==> src/rtl/sbr_pkg.sv <==
`timescale 1ns / 1ps
`default_nettype none

package sbr_pkg;

	localparam int MAX_REFILLS = 8;
	localparam int IDX_W       = $clog2(MAX_REFILLS);
	localparam int CNT_W       = $clog2(MAX_REFILLS + 1);
	localparam int TICK_W      = 64;
	localparam int LIM_W       = 4;
	localparam int CFG_IDX_W   = 8;

	typedef logic [TICK_W-1:0] tick_t;
	typedef logic [IDX_W-1:0]  idx_t;
	typedef logic [CNT_W-1:0]  cnt_t;

	typedef enum logic [CFG_IDX_W-1:0] {
		CFG_BUDGET = 8'd0,
		CFG_PERIOD = 8'd1,
		CFG_LIMIT  = 8'd2,
		CFG_START  = 8'd3
	} cfg_reg_t;

	typedef enum logic {
		ALU_ADD,
		ALU_SUB
	} alu_op_t;

	typedef struct packed {
		alu_op_t op;
		tick_t   a;
		tick_t   b;
	} alu_req_t;

	// add: sum saturates, ovf is carry; sub: ovf is borrow
	typedef struct packed {
		tick_t res;
		logic  ovf;
		logic  zero;
	} alu_rsp_t;

	typedef enum logic [3:0] {
		ST_IDLE,
		ST_INIT,
		ST_CH_RD,
		ST_CH_TIME,
		ST_CH_AMT,
		ST_CH_SHR,
		ST_CH_ACC,
		ST_PU_RDY,
		ST_PU_TAIL,
		ST_PU_MRG,
		ST_PU_APP,
		ST_SU_RD,
		ST_SU_TIME,
		ST_SU_ADD,
		ST_FIN
	} state_t;

	function automatic idx_t slot_add(input idx_t base, input cnt_t off);
		logic [CNT_W:0] s;
		s = (CNT_W+1)'(base) + (CNT_W+1)'(off);
		if (s >= (CNT_W+1)'(MAX_REFILLS))
			s = s - (CNT_W+1)'(MAX_REFILLS);
		return s[IDX_W-1:0];
	endfunction

	function automatic cnt_t limit_in_use(input logic [LIM_W-1:0] lim);
		cnt_t r;
		if (lim == '0)
			r = cnt_t'(1);
		else if (32'(lim) > MAX_REFILLS)
			r = cnt_t'(MAX_REFILLS);
		else
			r = cnt_t'(lim);
		return r;
	endfunction

endpackage

`default_nettype wire

==> src/rtl/sbr_ram.sv <==
`timescale 1ns / 1ps
`default_nettype none

module sbr_ram #(
	parameter int WIDTH = 64,
	parameter int DEPTH = 8
) (
	input  wire                     clk,
	input  wire                     we,
	input  wire [$clog2(DEPTH)-1:0] waddr,
	input  wire [WIDTH-1:0]         wdata,
	input  wire [$clog2(DEPTH)-1:0] raddr,
	output logic [WIDTH-1:0]        rdata
);

	logic [WIDTH-1:0] mem [DEPTH];

	always_ff @(posedge clk) begin
		if (we)
			mem[waddr] <= wdata;
		rdata <= mem[raddr];
	end

endmodule

`default_nettype wire

==> src/rtl/sbr_alu.sv <==
`timescale 1ns / 1ps
`default_nettype none

module sbr_alu
	import sbr_pkg::*;
(
	input  wire alu_req_t req,
	output alu_rsp_t      rsp
);

	logic [TICK_W:0] wide;

	always_comb begin
		unique case (req.op)
			ALU_ADD: wide = {1'b0, req.a} + {1'b0, req.b};
			ALU_SUB: wide = {1'b0, req.a} - {1'b0, req.b};
			default: wide = '0;
		endcase
		rsp.ovf  = wide[TICK_W];
		rsp.zero = (wide[TICK_W-1:0] == '0);
		if (req.op == ALU_ADD && wide[TICK_W])
			rsp.res = '1;
		else
			rsp.res = wide[TICK_W-1:0];
	end

endmodule

`default_nettype wire

==> src/rtl/sporadic_budget_refill_queue_unit.sv <==
`timescale 1ns / 1ps
`default_nettype none

// channel  dir  handshake           payload
// s_*      in   s_tvalid/s_tready   s_tdata: now, elapsed
// m_*      out  m_tvalid/m_tready   m_tdata: unconsumed, available, head time, head valid, fault
// cfg_*    in   cfg_valid/cfg_ready cfg_index, cfg_data
//
// A request charges off refills one by one (a refill that is only shrunk also passes a shrink
// state), then sums them one by one, given the single 64-bit adder and one store read port.
// Reset and config writes to indices 0-3 rewrite entry 0 in ST_INIT; s_tready stays low then.
// The result register frees the sequencer once loaded; a stalled m_tready holds the
// sequencer in its final state and s_tready low.

module sporadic_budget_refill_queue_unit
	import sbr_pkg::*;
(
	input  wire                 clk,
	input  wire                 arst_n,
	input  wire                 s_tvalid,
	output logic                s_tready,
	input  wire  [127:0]        s_tdata,   // now[63:0], elapsed[127:64]
	output logic                m_tvalid,
	input  wire                 m_tready,
	output logic [199:0]        m_tdata,   // unconsumed_ticks[63:0], available_ticks[127:64],
	                                       // head_ready_time[191:128], head_valid[192],
	                                       // fault[193], zero pad[199:194]
	input  wire                 cfg_valid,
	output logic                cfg_ready,
	input  wire [CFG_IDX_W-1:0] cfg_index,
	input  wire [TICK_W-1:0]    cfg_data
);

	state_t state_q, state_d;

	tick_t              budget_q, period_q, start_q;
	logic [LIM_W-1:0]   limit_q;
	logic               restart_q;
	idx_t               head_q;
	cnt_t               count_q;

	tick_t now_q, rem_q, cons_q, avail_q, ready_q, taken_q, tmp_a_q, hdt_q;
	logic  fault_q, mtime_q;
	cnt_t  i_q;
	idx_t  tail_q;

	logic [199:0] out_q;
	logic         out_valid_q;

	alu_req_t alu_req;
	alu_rsp_t alu_rsp;

	logic  t_we, a_we;
	idx_t  waddr, raddr;
	tick_t t_wdata, a_wdata, t_rd, a_rd;

	logic  in_acc, cfg_acc, out_load, cnt_full;
	idx_t  tail_slot;
	cnt_t  lim;

	assign cfg_ready = 1'b1;
	assign cfg_acc   = cfg_valid && cfg_ready;
	assign s_tready  = (state_q == ST_IDLE) && !restart_q;
	assign in_acc    = s_tvalid && s_tready;
	assign out_load  = (state_q == ST_FIN) && (!out_valid_q || m_tready);
	assign m_tvalid  = out_valid_q;
	assign m_tdata   = out_q;

	assign lim       = limit_in_use(limit_q);
	assign cnt_full  = (count_q >= lim);
	assign tail_slot = slot_add(head_q, count_q - cnt_t'(1));

	sbr_alu u_alu (
		.req (alu_req),
		.rsp (alu_rsp)
	);

	sbr_ram #(.WIDTH(TICK_W), .DEPTH(MAX_REFILLS)) u_time_ram (
		.clk   (clk),
		.we    (t_we),
		.waddr (waddr),
		.wdata (t_wdata),
		.raddr (raddr),
		.rdata (t_rd)
	);

	sbr_ram #(.WIDTH(TICK_W), .DEPTH(MAX_REFILLS)) u_amount_ram (
		.clk   (clk),
		.we    (a_we),
		.waddr (waddr),
		.wdata (a_wdata),
		.raddr (raddr),
		.rdata (a_rd)
	);

	// next state
	always_comb begin
		state_d = state_q;
		unique case (state_q)
			ST_IDLE: begin
				if (restart_q)
					state_d = ST_INIT;
				else if (in_acc)
					state_d = ST_CH_RD;
			end
			ST_INIT: state_d = ST_IDLE;
			ST_CH_RD: begin
				if (rem_q == '0 || count_q == '0)
					state_d = (cons_q == '0) ? ST_SU_RD : ST_PU_RDY;
				else
					state_d = ST_CH_TIME;
			end
			ST_CH_TIME: begin
				if (alu_rsp.ovf)
					state_d = (cons_q == '0) ? ST_SU_RD : ST_PU_RDY;
				else
					state_d = ST_CH_AMT;
			end
			ST_CH_AMT:  state_d = alu_rsp.ovf ? ST_CH_SHR : ST_CH_ACC;
			ST_CH_SHR:  state_d = ST_CH_ACC;
			ST_CH_ACC:  state_d = ST_CH_RD;
			ST_PU_RDY:  state_d = (count_q == '0) ? ST_PU_APP : ST_PU_TAIL;
			ST_PU_TAIL: state_d = (alu_rsp.zero || cnt_full) ? ST_PU_MRG : ST_PU_APP;
			ST_PU_MRG:  state_d = ST_SU_RD;
			ST_PU_APP:  state_d = ST_SU_RD;
			ST_SU_RD:   state_d = (i_q == count_q) ? ST_FIN : ST_SU_TIME;
			ST_SU_TIME: state_d = alu_rsp.ovf ? ST_FIN : ST_SU_ADD;
			ST_SU_ADD:  state_d = ST_SU_RD;
			ST_FIN:     state_d = out_load ? ST_IDLE : ST_FIN;
			default:    state_d = ST_IDLE;
		endcase
	end

	// store and adder control
	always_comb begin
		alu_req = '{op: ALU_ADD, a: '0, b: '0};
		t_we    = 1'b0;
		a_we    = 1'b0;
		waddr   = head_q;
		raddr   = head_q;
		t_wdata = ready_q;
		a_wdata = alu_rsp.res;
		unique case (state_q)
			ST_INIT: begin
				t_we    = 1'b1;
				a_we    = 1'b1;
				waddr   = '0;
				t_wdata = start_q;
				a_wdata = budget_q;
			end
			ST_CH_TIME: alu_req = '{op: ALU_SUB, a: now_q, b: t_rd};
			ST_CH_AMT:  alu_req = '{op: ALU_SUB, a: rem_q, b: tmp_a_q};
			ST_CH_SHR: begin
				alu_req = '{op: ALU_SUB, a: tmp_a_q, b: taken_q};
				a_we    = 1'b1;
			end
			ST_CH_ACC: alu_req = '{op: ALU_ADD, a: cons_q, b: taken_q};
			ST_PU_RDY: begin
				alu_req = '{op: ALU_ADD, a: now_q, b: period_q};
				raddr   = tail_slot;
			end
			ST_PU_TAIL: alu_req = '{op: ALU_SUB, a: ready_q, b: t_rd};
			ST_PU_MRG: begin
				alu_req = '{op: ALU_ADD, a: tmp_a_q, b: cons_q};
				a_we    = 1'b1;
				t_we    = mtime_q;
				waddr   = tail_q;
			end
			ST_PU_APP: begin
				t_we    = 1'b1;
				a_we    = 1'b1;
				waddr   = slot_add(head_q, count_q);
				a_wdata = cons_q;
			end
			ST_SU_RD:   raddr = slot_add(head_q, i_q);
			ST_SU_TIME: alu_req = '{op: ALU_SUB, a: now_q, b: t_rd};
			ST_SU_ADD:  alu_req = '{op: ALU_ADD, a: avail_q, b: tmp_a_q};
			default: ;
		endcase
	end

	// control state
	always_ff @(posedge clk or negedge arst_n) begin
		if (!arst_n) begin
			state_q     <= ST_IDLE;
			restart_q   <= 1'b1;
			budget_q    <= tick_t'(1);
			period_q    <= tick_t'(1);
			limit_q     <= LIM_W'(MAX_REFILLS);
			start_q     <= '0;
			head_q      <= '0;
			count_q     <= cnt_t'(1);
			out_valid_q <= 1'b0;
		end else begin
			state_q <= state_d;
			if (out_load)
				out_valid_q <= 1'b1;
			else if (m_tready)
				out_valid_q <= 1'b0;
			if (cfg_acc) begin
				if (cfg_index == CFG_BUDGET) begin
					budget_q  <= cfg_data;
					restart_q <= 1'b1;
				end else if (cfg_index == CFG_PERIOD) begin
					period_q  <= cfg_data;
					restart_q <= 1'b1;
				end else if (cfg_index == CFG_LIMIT) begin
					limit_q   <= cfg_data[LIM_W-1:0];
					restart_q <= 1'b1;
				end else if (cfg_index == CFG_START) begin
					start_q   <= cfg_data;
					restart_q <= 1'b1;
				end
			end else if (state_q == ST_INIT) begin
				restart_q <= 1'b0;
			end
			if (cfg_acc && cfg_index <= CFG_START) begin
				head_q  <= '0;
				count_q <= cnt_t'(1);
			end else if (state_q == ST_CH_AMT && !alu_rsp.ovf) begin
				head_q  <= slot_add(head_q, cnt_t'(1));
				count_q <= count_q - cnt_t'(1);
			end else if (state_q == ST_PU_APP) begin
				count_q <= count_q + cnt_t'(1);
			end
		end
	end

	// working registers
	always_ff @(posedge clk) begin
		unique case (state_q)
			ST_IDLE: begin
				now_q   <= s_tdata[63:0];
				rem_q   <= s_tdata[127:64];
				cons_q  <= '0;
				avail_q <= '0;
				hdt_q   <= '0;
				i_q     <= '0;
				fault_q <= 1'b0;
			end
			ST_CH_TIME: tmp_a_q <= a_rd;
			ST_CH_AMT: begin
				if (alu_rsp.ovf) begin
					taken_q <= rem_q;
				end else begin
					taken_q <= tmp_a_q;
					rem_q   <= alu_rsp.res;
				end
			end
			ST_CH_SHR: rem_q <= '0;
			ST_CH_ACC: begin
				cons_q  <= alu_rsp.res;
				fault_q <= fault_q | alu_rsp.ovf;
			end
			ST_PU_RDY: begin
				ready_q <= alu_rsp.res;
				tail_q  <= tail_slot;
				fault_q <= fault_q | alu_rsp.ovf;
			end
			ST_PU_TAIL: begin
				tmp_a_q <= a_rd;
				mtime_q <= !alu_rsp.zero && !alu_rsp.ovf;
				if (!alu_rsp.zero && cnt_full && alu_rsp.ovf)
					fault_q <= 1'b1;
			end
			ST_PU_MRG: fault_q <= fault_q | alu_rsp.ovf;
			ST_SU_TIME: begin
				tmp_a_q <= a_rd;
				if (i_q == '0)
					hdt_q <= t_rd;
			end
			ST_SU_ADD: begin
				avail_q <= alu_rsp.res;
				i_q     <= i_q + cnt_t'(1);
				fault_q <= fault_q | alu_rsp.ovf;
			end
			default: ;
		endcase
		if (out_load)
			out_q <= {6'b0, fault_q, (count_q != '0), hdt_q, avail_q, rem_q};
	end

	a_count_in_limit: assert property (@(posedge clk) disable iff (!arst_n)
		count_q <= lim)
		else $error("refill count above limit");

	a_accept_starts: assert property (@(posedge clk) disable iff (!arst_n)
		in_acc |=> state_q == ST_CH_RD)
		else $error("accepted request did not start charging");

	a_cfg_restart: assert property (@(posedge clk) disable iff (!arst_n)
		(cfg_acc && cfg_index <= CFG_START) |=> (count_q == cnt_t'(1) && head_q == '0
			&& restart_q))
		else $error("config write did not restart queue");

	a_result_from_fin: assert property (@(posedge clk) disable iff (!arst_n)
		$rose(out_valid_q) |-> $past(state_q == ST_FIN))
		else $error("result loaded outside final state");

endmodule

`default_nettype wire
==> config.mk <==
export PLATFORM = sky130hd
export DESIGN_NAME = sporadic_budget_refill_queue_unit
export DESIGN_NICKNAME = d
export VERILOG_FILES = /design/src/rtl/sbr_pkg.sv /design/src/rtl/sbr_ram.sv /design/src/rtl/sbr_alu.sv /design/src/rtl/sporadic_budget_refill_queue_unit.sv
export SDC_FILE = /design/constraint.sdc
export NUM_CORES = 2
export LEC_CHECK = 0
export BUFFER_PORTS_ARGS = -buffer_cell sky130_fd_sc_hd__buf_4
export CAP_MARGIN = 20
export CORE_ASPECT_RATIO = 1.2
export CORE_MARGIN = 2
export CORE_UTILIZATION = 30
export DETAILED_ROUTE_END_ITERATION = 7
export GPL_TIMING_DRIVEN = 0
export PLACE_DENSITY = 0.55
export SYNTH_ARGS = -nofsm -noshare
export SYNTH_HDL_FRONTEND = slang
export SYNTH_SLANG_ARGS = --single-unit
==> constraint.sdc <==
create_clock -name clk -period 20 [get_ports clk]
set_clock_uncertainty 0.2 [all_clocks]
set_input_delay 4 -clock clk [delete_from_list [all_inputs] [get_ports clk]]
set_output_delay 4 -clock clk [all_outputs]
set_load 0.005 [all_outputs]
Word level (Yosys, flattened, before mapping)

Memories as Yosys holds them, arrays and structs flattened. A register that Yosys moved wholly into a read port is not among the register bits.
Index checks and enable logic that the tools add are counted.

Register bits: 924
Latch bits: 0
RAM bits: 1024
Bits in read-only memories: 0
Input bits: 205
Output and inout bits: 203
Word-level logic and storage cells: 174
Memories: 2

Add/subtract/negate cells: 13
Multipliers: 0
Div/mod/pow operators: 0
Order comparisons: 7
Equal/unequal tests: 23
Shift-type cells: 0
Multiplexer cells: 54
Bitwise gates (word level): 5
Reduce and logical (&&, ||, !) cells: 48

Memories:

| name             | depth | width | read ports | clocked after memory_dff | write ports | RTL line      | RTL |
|---|---|---|---|---|---|---|---|
| u_amount_ram.mem | 8     | 64    | 1          | 1                        | 1           | sbr_ram.sv:16 | `logic [WIDTH-1:0] mem [DEPTH];` |
| u_time_ram.mem   | 8     | 64    | 1          | 1                        | 1           | sbr_ram.sv:16 |  |

Operators by type and width:

| operator            | number |
|---|---|
| $pmux 129 s8        | 1 |
| $pmux 64 s2         | 4 |
| $mux 64             | 5 |
| $logic_not 64->1    | 3 |
| $pmux 64 s3         | 1 |
| $pmux 65 s2         | 1 |
| $add 64x64->65      | 1 |
| $sub 64x64->65      | 1 |
| $pmux 4 s12         | 1 |
| $mux 4              | 11 |
| $eq 4x4->1 const B  | 7 |
| $mux 3              | 6 |
| $eq 4x3->1 const B  | 4 |
| $eq 8x2->1 const B  | 2 |
| $logic_not 4->1     | 4 |
| $add 3x4->5         | 3 |
| $ge 5x4->1 const B  | 3 |
| $mux 1              | 14 |
| $reduce_bool 2->1   | 6 |
| $sub 3x1->3 const B | 4 |
| $mux 2              | 5 |
| $reduce_and 2->1    | 5 |
| $logic_and 1x1->1   | 9 |
| $pmux 3 s3          | 1 |
| 31 further kinds    | 48 |

Depth between registers and ports, before layout

Word-level depth: 11
Gate-level depth with buffers: 32
Depth with buffers taken out: 25

Hierarchy

From an unflattened synthesis, not the netlist that was laid out.

Cells, all modules: 5278
Area total of the unflattened synthesis: 85824.8 um^2

By module, submodules not included:

| module                            | instances | cells an instance | area an instance (um^2) | sequential area each (um^2) |
|---|---|---|---|---|
| sbr_ram                           | 2         | 816               | 20547.2                 | 16656.0 |
| sporadic_budget_refill_queue_unit | 1         | 2722              | 38739.7                 | 26706.9 |
| sbr_alu                           | 1         | 924               | 5990.7                  | 0.0 |

Worst setup path after synthesis

OpenSTA, ideal clock, no wires.

Path type: in2reg
Start: in m_tready
End: reg out_q[0], in the netlist m_tdata[0], enable pin
Library setup time: 0.985 ns
Data arrival time: 17.108 ns
Data required time: 18.815 ns
Path slack: 1.707 ns
Stages: 2
Path through: nor2b_1 nor3_1

Word-level cells in the longest chain between the ends: 2

Ends and longest elaborated chain:

| what                 | RTL line                                 | RTL |
|---|---|---|
| from (decl)          | sporadic_budget_refill_queue_unit.sv:24  | `input wire m_tready,` |
| $logic_or 1x1->1     | sporadic_budget_refill_queue_unit.sv:65  | `assign out_load = (state_q == ST_FIN) && (!out_valid_q \|\| m_tready);` |
| $logic_and 1x1->1    | sporadic_budget_refill_queue_unit.sv:65  |  |
| net out_load         | sporadic_budget_refill_queue_unit.sv:57  | `logic in_acc, cfg_acc, out_load, cnt_full;` |
| to (signal assigned) | sporadic_budget_refill_queue_unit.sv:280 | `out_q <= {6'b0, fault_q, (count_q != '0), hdt_q, avail_q, rem_q};` |
| to (decl)            | sporadic_budget_refill_queue_unit.sv:47  | `logic [199:0] out_q;` |

The timed path passes the listed nets, and every way through them passes these cells.
A chain may end at the register's enable or synchronous reset.

Worst setup path after layout

Start: reg state_q[1]
End: mem u_amount_ram.mem[6][58], data pin

Word-level cells in the longest chain between the ends: 8

Ends and longest elaborated chain:

| what                                     | RTL line                                 | RTL |
|---|---|---|
| from (decl)                              | sporadic_budget_refill_queue_unit.sv:34  | `state_t state_q, state_d;` |
| from (signal assigned)                   | sporadic_budget_refill_queue_unit.sv:195 | `state_q <= state_d;` |
| $eq 4x4->1 or $eq 4x2->1 (tied branches) | sporadic_budget_refill_queue_unit.sv:143 | `unique case (state_q)` |
| $reduce_or 2->1 (no line)                | n/a                                      |  |
| $pmux 129 s8                             | sporadic_budget_refill_queue_unit.sv:143 |  |
| $sub 64x64->65 (tied with other cells)   | sbr_alu.sv:16                            | `ALU_SUB: wide = {1'b0, req.a} - {1'b0, req.b};` |
| $pmux 65 s2                              | sbr_alu.sv:14                            | `unique case (req.op)` |
| $logic_and 1x1->1                        | sbr_alu.sv:21                            | `if (req.op == ALU_ADD && wide[TICK_W])` |
| $mux 64                                  | sbr_alu.sv:21                            |  |
| $pmux 64 s2 (*)                          | sporadic_budget_refill_queue_unit.sv:143 |  |
| net a_wdata[58]                          | sporadic_budget_refill_queue_unit.sv:55  | `tick_t t_wdata, a_wdata, t_rd, a_rd;` |
| to (decl)                                | sbr_ram.sv:16                            |  |

Mark *: on every way through the listed nets, which the timed path passes. The rest lies on a longest branch.

==> results.sh <==
export IMPL_viasPerCell=5.578
export IMPL_postLayoutCoreUtil_pct=36.61
export IMPL_clk_transition_reported_paths_ns=0.07
export IMPL_post_synth_and_or_nand_nor_area_fraction_pct=7.277
export IMPL_max_clock_path_buffers=4
export IMPL_grt_total_usage_pct=27.88
export IMPL_drive_above_1_share_pct=23.53
export IMPL_number_of_synthesized_flops_with_an_enable_pin=1739
export IMPL_holdPathEnd="tmp_a_q[10]$_DFFE_PP_"
export IMPL_ctsHoldBuffers=0
export IMPL_post_synth_main_area_contributors="sky130_fd_sc_hd__edfxtp_1 58%, sky130_fd_sc_hd__mux2_2 7.3%, sky130_fd_sc_hd__dfrtp_1 5.7%, sky130_fd_sc_hd__mux2i_1 3.2%, sky130_fd_sc_hd__dfxtp_1 2.8%"
export IMPL_synth_xor_xnor_area_share_pct=1.203
export IMPL_cp_end_kind="flip-flop"
export IMPL_worstSkewPairLatency_ns=0.98
export IMPL_rr_startpoint="state_q[1]$_DFFE_PN0P_"
export IMPL_final_max_slew_violation_count=0
export IMPL_slowest_delay_ns=0.87
export IMPL_final_setup_tns_ns=0
export IMPL_fp_dieArea_mm2=0.3050
export IMPL_buffer_ports_inserted=400
export IMPL_die_h_um=604.6
export IMPL_avgRoutedWirePerCell_um=37.98
export IMPL_worst_path_max_delay_cell="sky130_fd_sc_hd__o21ai_0"
export IMPL_gate_count_post_synth=6495
export IMPL_ctsRootBufferMaster="sky130_fd_sc_hd__clkbuf_16"
export IMPL_grt_antenna_before_repair=54
export IMPL_routed_via_count=64560
export IMPL_synth_compound_area_share_pct=10.83
export IMPL_drv_max_cap_violation_count=0
export IMPL_crit_path_start_kind="flip-flop"
export IMPL_grt_overflow_total=0
export IMPL_yosysTopAreaCellShare_pct=57.91
export IMPL_avgSynthCellArea_um2=13.88
export IMPL_yosys_most_used_dff="sky130_fd_sc_hd__edfxtp_1"
export IMPL_relSlewSlack_pct=8.915
export IMPL_synth_area_mux_share_pct=10.58
export IMPL_post_cts_resized=0
export IMPL_reg2reg_slack_ns=6.81
export IMPL_ant_nets=0
export IMPL_timing_critical_path_arrival_ns=13.60
export IMPL_effective_utilization_at_floorplan_pct=30.14
export IMPL_placeableCoreArea_mm2=0.2992
export IMPL_drcViolationCount=0
export IMPL_post_synth_top_count_cell="sky130_fd_sc_hd__edfxtp_1"
export IMPL_final_cycle_utilization_of_the_critical_path_pct=65.96
export IMPL_min_period_ns=13.19
export IMPL_setup_violations_final=0
export IMPL_crit_reg2reg_capture="u_amount_ram.mem[6][58]$_DFFE_PP_"
export IMPL_timing_reg2reg_worst_path_depth=30
export IMPL_postPlaceCellArea_mm2=0.1017
export IMPL_min_delay_worst_type="flip-flop to flip-flop"
export IMPL_flow_area_growth_from_synthesis_pct=21.47
export IMPL_grt_first_pass_wirelength_mm=573.8
export IMPL_report_final_hold_viol_count=0
export IMPL_vias_in_the_first_global_route=62610
export IMPL_post_synthesis_cell_area_mm2=0.09018
export IMPL_beginning_of_the_worst_hold_path="u_amount_ram.rdata[10]$_DFF_P_"
export IMPL_die_width_um=504.5
export IMPL_fraction_of_the_mapped_netlist_area_in_adder_cells_pct=1.171
export IMPL_numCtsBuffers=226
export IMPL_rsz0062_at_grt="no"
export IMPL_timing_critical_path_required_ns=20.41
export IMPL_tritoncts_clock_tree="done"
export IMPL_num_io_pins=408
export IMPL_detailedPlacementHpwl_mm=343.2
export IMPL_synthTopCellsByCount="1,739 x sky130_fd_sc_hd__edfxtp_1, 588 x sky130_fd_sc_hd__mux2_2, 407 x sky130_fd_sc_hd__nor2_1"
export IMPL_critPathKind="flip-flop to flip-flop"
export IMPL_max_slew_worst_pin_slew_ns=1.366
export IMPL_finalInstanceArea_mm2=0.1095
export IMPL_postCtsSetupRepairBufs=0
export IMPL_final_weighted_congestion_in_routability_driven_placement=1.029
export IMPL_yosysWarnings=0
export IMPL_worst_path_most_repeated_cell="sky130_fd_sc_hd__nand2_1"
export IMPL_detail_route_first_pass_iterations=7
export IMPL_fmax_mhz=75.81
export IMPL_ys_seq_elements=2076
export IMPL_ys_seq_area_share_pct=66.55
export IMPL_final_nets=7634
export IMPL_dominant_combinational_cell_family_by_area_after_synthesis="compound AO/OA/AOI/OAI gates"
export IMPL_async_flop_share_pct=10.07
export IMPL_whs_path_depth=0
export IMPL_run_status="completed"
export IMPL_detail_route_iter0_violations=8122
export IMPL_cts_sink_count=2076
export IMPL_biggest_area_consumer_among_synthesized_cells="sky130_fd_sc_hd__edfxtp_1"
export IMPL_synth_distinct_cells=100
export IMPL_placementRows=220
export IMPL_grt_max_degree=99
export IMPL_drt_wl_total_mm=439.6
export IMPL_h_tree_depth_reported_by_cts=4
export IMPL_critical_path_max_fanout=12
## state kept, by name, indices dropped and copies added, names as in the netlist, 64 cells and up
| signal | count |
|---|---|
| avail_q | 64 |
| period_q | 64 |
| m_tdata | 194 |
| rem_q | 64 |
| start_q | 64 |
| u_amount_ram.mem | 512 |
| u_amount_ram.rdata | 64 |
| cons_q | 64 |
| taken_q | 64 |
| ready_q | 64 |
| hdt_q | 64 |
| u_time_ram.mem | 512 |
| u_time_ram.rdata | 64 |
| budget_q | 64 |
| now_q | 64 |
| tmp_a_q | 64 |
## per-layer routing
layer  global-route usage [%]  wire length (um)  vias to the layer above
met5                        0               115                        -
met4                    16.29             30050                       18
met3                    5.376             34920                      876
met2                    44.11            199700                     3558
met1                    35.56            174800                    33320
li1                         -                 -                    26780
## logic make-up after synthesis
logic type | count (synthesis)
flip-flops | 2076
AO/OA/AOI/OAI | 1469
AND/OR/NAND/NOR | 1333
multiplexers | 880
buffers and inverters | 530
XOR/XNOR | 123
adder cells (fa/ha/maj) | 82
other | 2
## critical path: cells and delay by family, from the launching register on
kind	cells	cell delay [ns]
buffers and inverters	7	2.51
AOI/OAI and AO/OA	7	3.15
DFF	1	0.48
and+or+nand+nor	12	5.06
adders and majority gates	2	0.86
xor gates and xnor gates	2	0.47
## stage by stage
step / instances / setup WS (ns) / hold WS, ns
2_1_floorplan: 6500 / 1.707 / 0.1855
3_3_place_gp: 10900 / -7.746 / 0.1863
3_5_place_dp: 11090 / 7.292 / 0.1887
4_1_cts: 11510 / 7.244 / 0.1485
5_1_grt: 11540 / 6.996 / 0.1727
6_report: 11570 / 6.809 / 0.1507
## final cells by class
type / instances / area [um^2]
antenna: 42 / 105.1
buffer: 423 / 1780
clock buffer: 303 / 6257
clock inverter: 114 / 1256
fill: 28690 / 189700
inverter: 107 / 404.1
multi-input combinational: 3894 / 28320
sequential: 2076 / 60020
tap: 3996 / 5000
timing repair buffer: 619 / 6404
## layout by cell type (no fill, tap or decap), types with 24 or more instances in the layout
cell type	n
sky130_fd_sc_hd__edfxtp_1	1739
sky130_fd_sc_hd__mux2_2	588
sky130_fd_sc_hd__buf_4	440
sky130_fd_sc_hd__nor2_1	387
sky130_fd_sc_hd__nand2_1	366
sky130_fd_sc_hd__o21ai_0	348
sky130_fd_sc_hd__clkbuf_1	321
sky130_fd_sc_hd__a22oi_1	316
sky130_fd_sc_hd__mux2i_1	292
sky130_fd_sc_hd__a21oi_1	268
sky130_fd_sc_hd__clkbuf_16	228
sky130_fd_sc_hd__dfrtp_1	204
sky130_fd_sc_hd__o211ai_1	145
sky130_fd_sc_hd__dfxtp_1	128
sky130_fd_sc_hd__and2_1	114
sky130_fd_sc_hd__nand3_1	111
sky130_fd_sc_hd__inv_1	105
sky130_fd_sc_hd__buf_2	82
sky130_fd_sc_hd__a22o_1	82
sky130_fd_sc_hd__ha_1	78
sky130_fd_sc_hd__xnor2_1	65
sky130_fd_sc_hd__xor2_1	57
sky130_fd_sc_hd__nand4_1	56
sky130_fd_sc_hd__buf_12	53
sky130_fd_sc_hd__buf_8	52
sky130_fd_sc_hd__nor4_1	46
sky130_fd_sc_hd__a21o_1	45
sky130_fd_sc_hd__clkinv_2	44
sky130_fd_sc_hd__diode_2	42
sky130_fd_sc_hd__clkbuf_2	33
sky130_fd_sc_hd__buf_16	31
sky130_fd_sc_hd__nor3_1	30
sky130_fd_sc_hd__buf_1	29
sky130_fd_sc_hd__buf_6	28
sky130_fd_sc_hd__clkbuf_8	27
sky130_fd_sc_hd__a221oi_1	24
## how the worst max path moves through the flow
stage	startpoint	to	slack, ns	cells past startpoint
2_1_floorplan	m_tready	m_tdata[0]$_DFFE_PP_	1.71	2
3_3_place_gp	state_q[1]$_DFFE_PN0P_	rem_q[48]$_DFFE_PP_	-7.75	20
3_5_place_dp	state_q[0]$_DFFE_PN0P_	u_amount_ram.mem[0][19]$_DFFE_PP_	7.29	31
4_1_cts	state_q[1]$_DFFE_PN0P_	u_amount_ram.mem[0][19]$_DFFE_PP_	7.24	30
5_1_grt	state_q[0]$_DFFE_PN0P_	u_amount_ram.mem[4][58]$_DFFE_PP_	7.00	31
6_report	state_q[1]$_DFFE_PN0P_	u_amount_ram.mem[6][58]$_DFFE_PP_	6.81	30
Power is not shown: default switching activity piles up to over one toggle a cycle in this logic, so the estimate is an artifact.
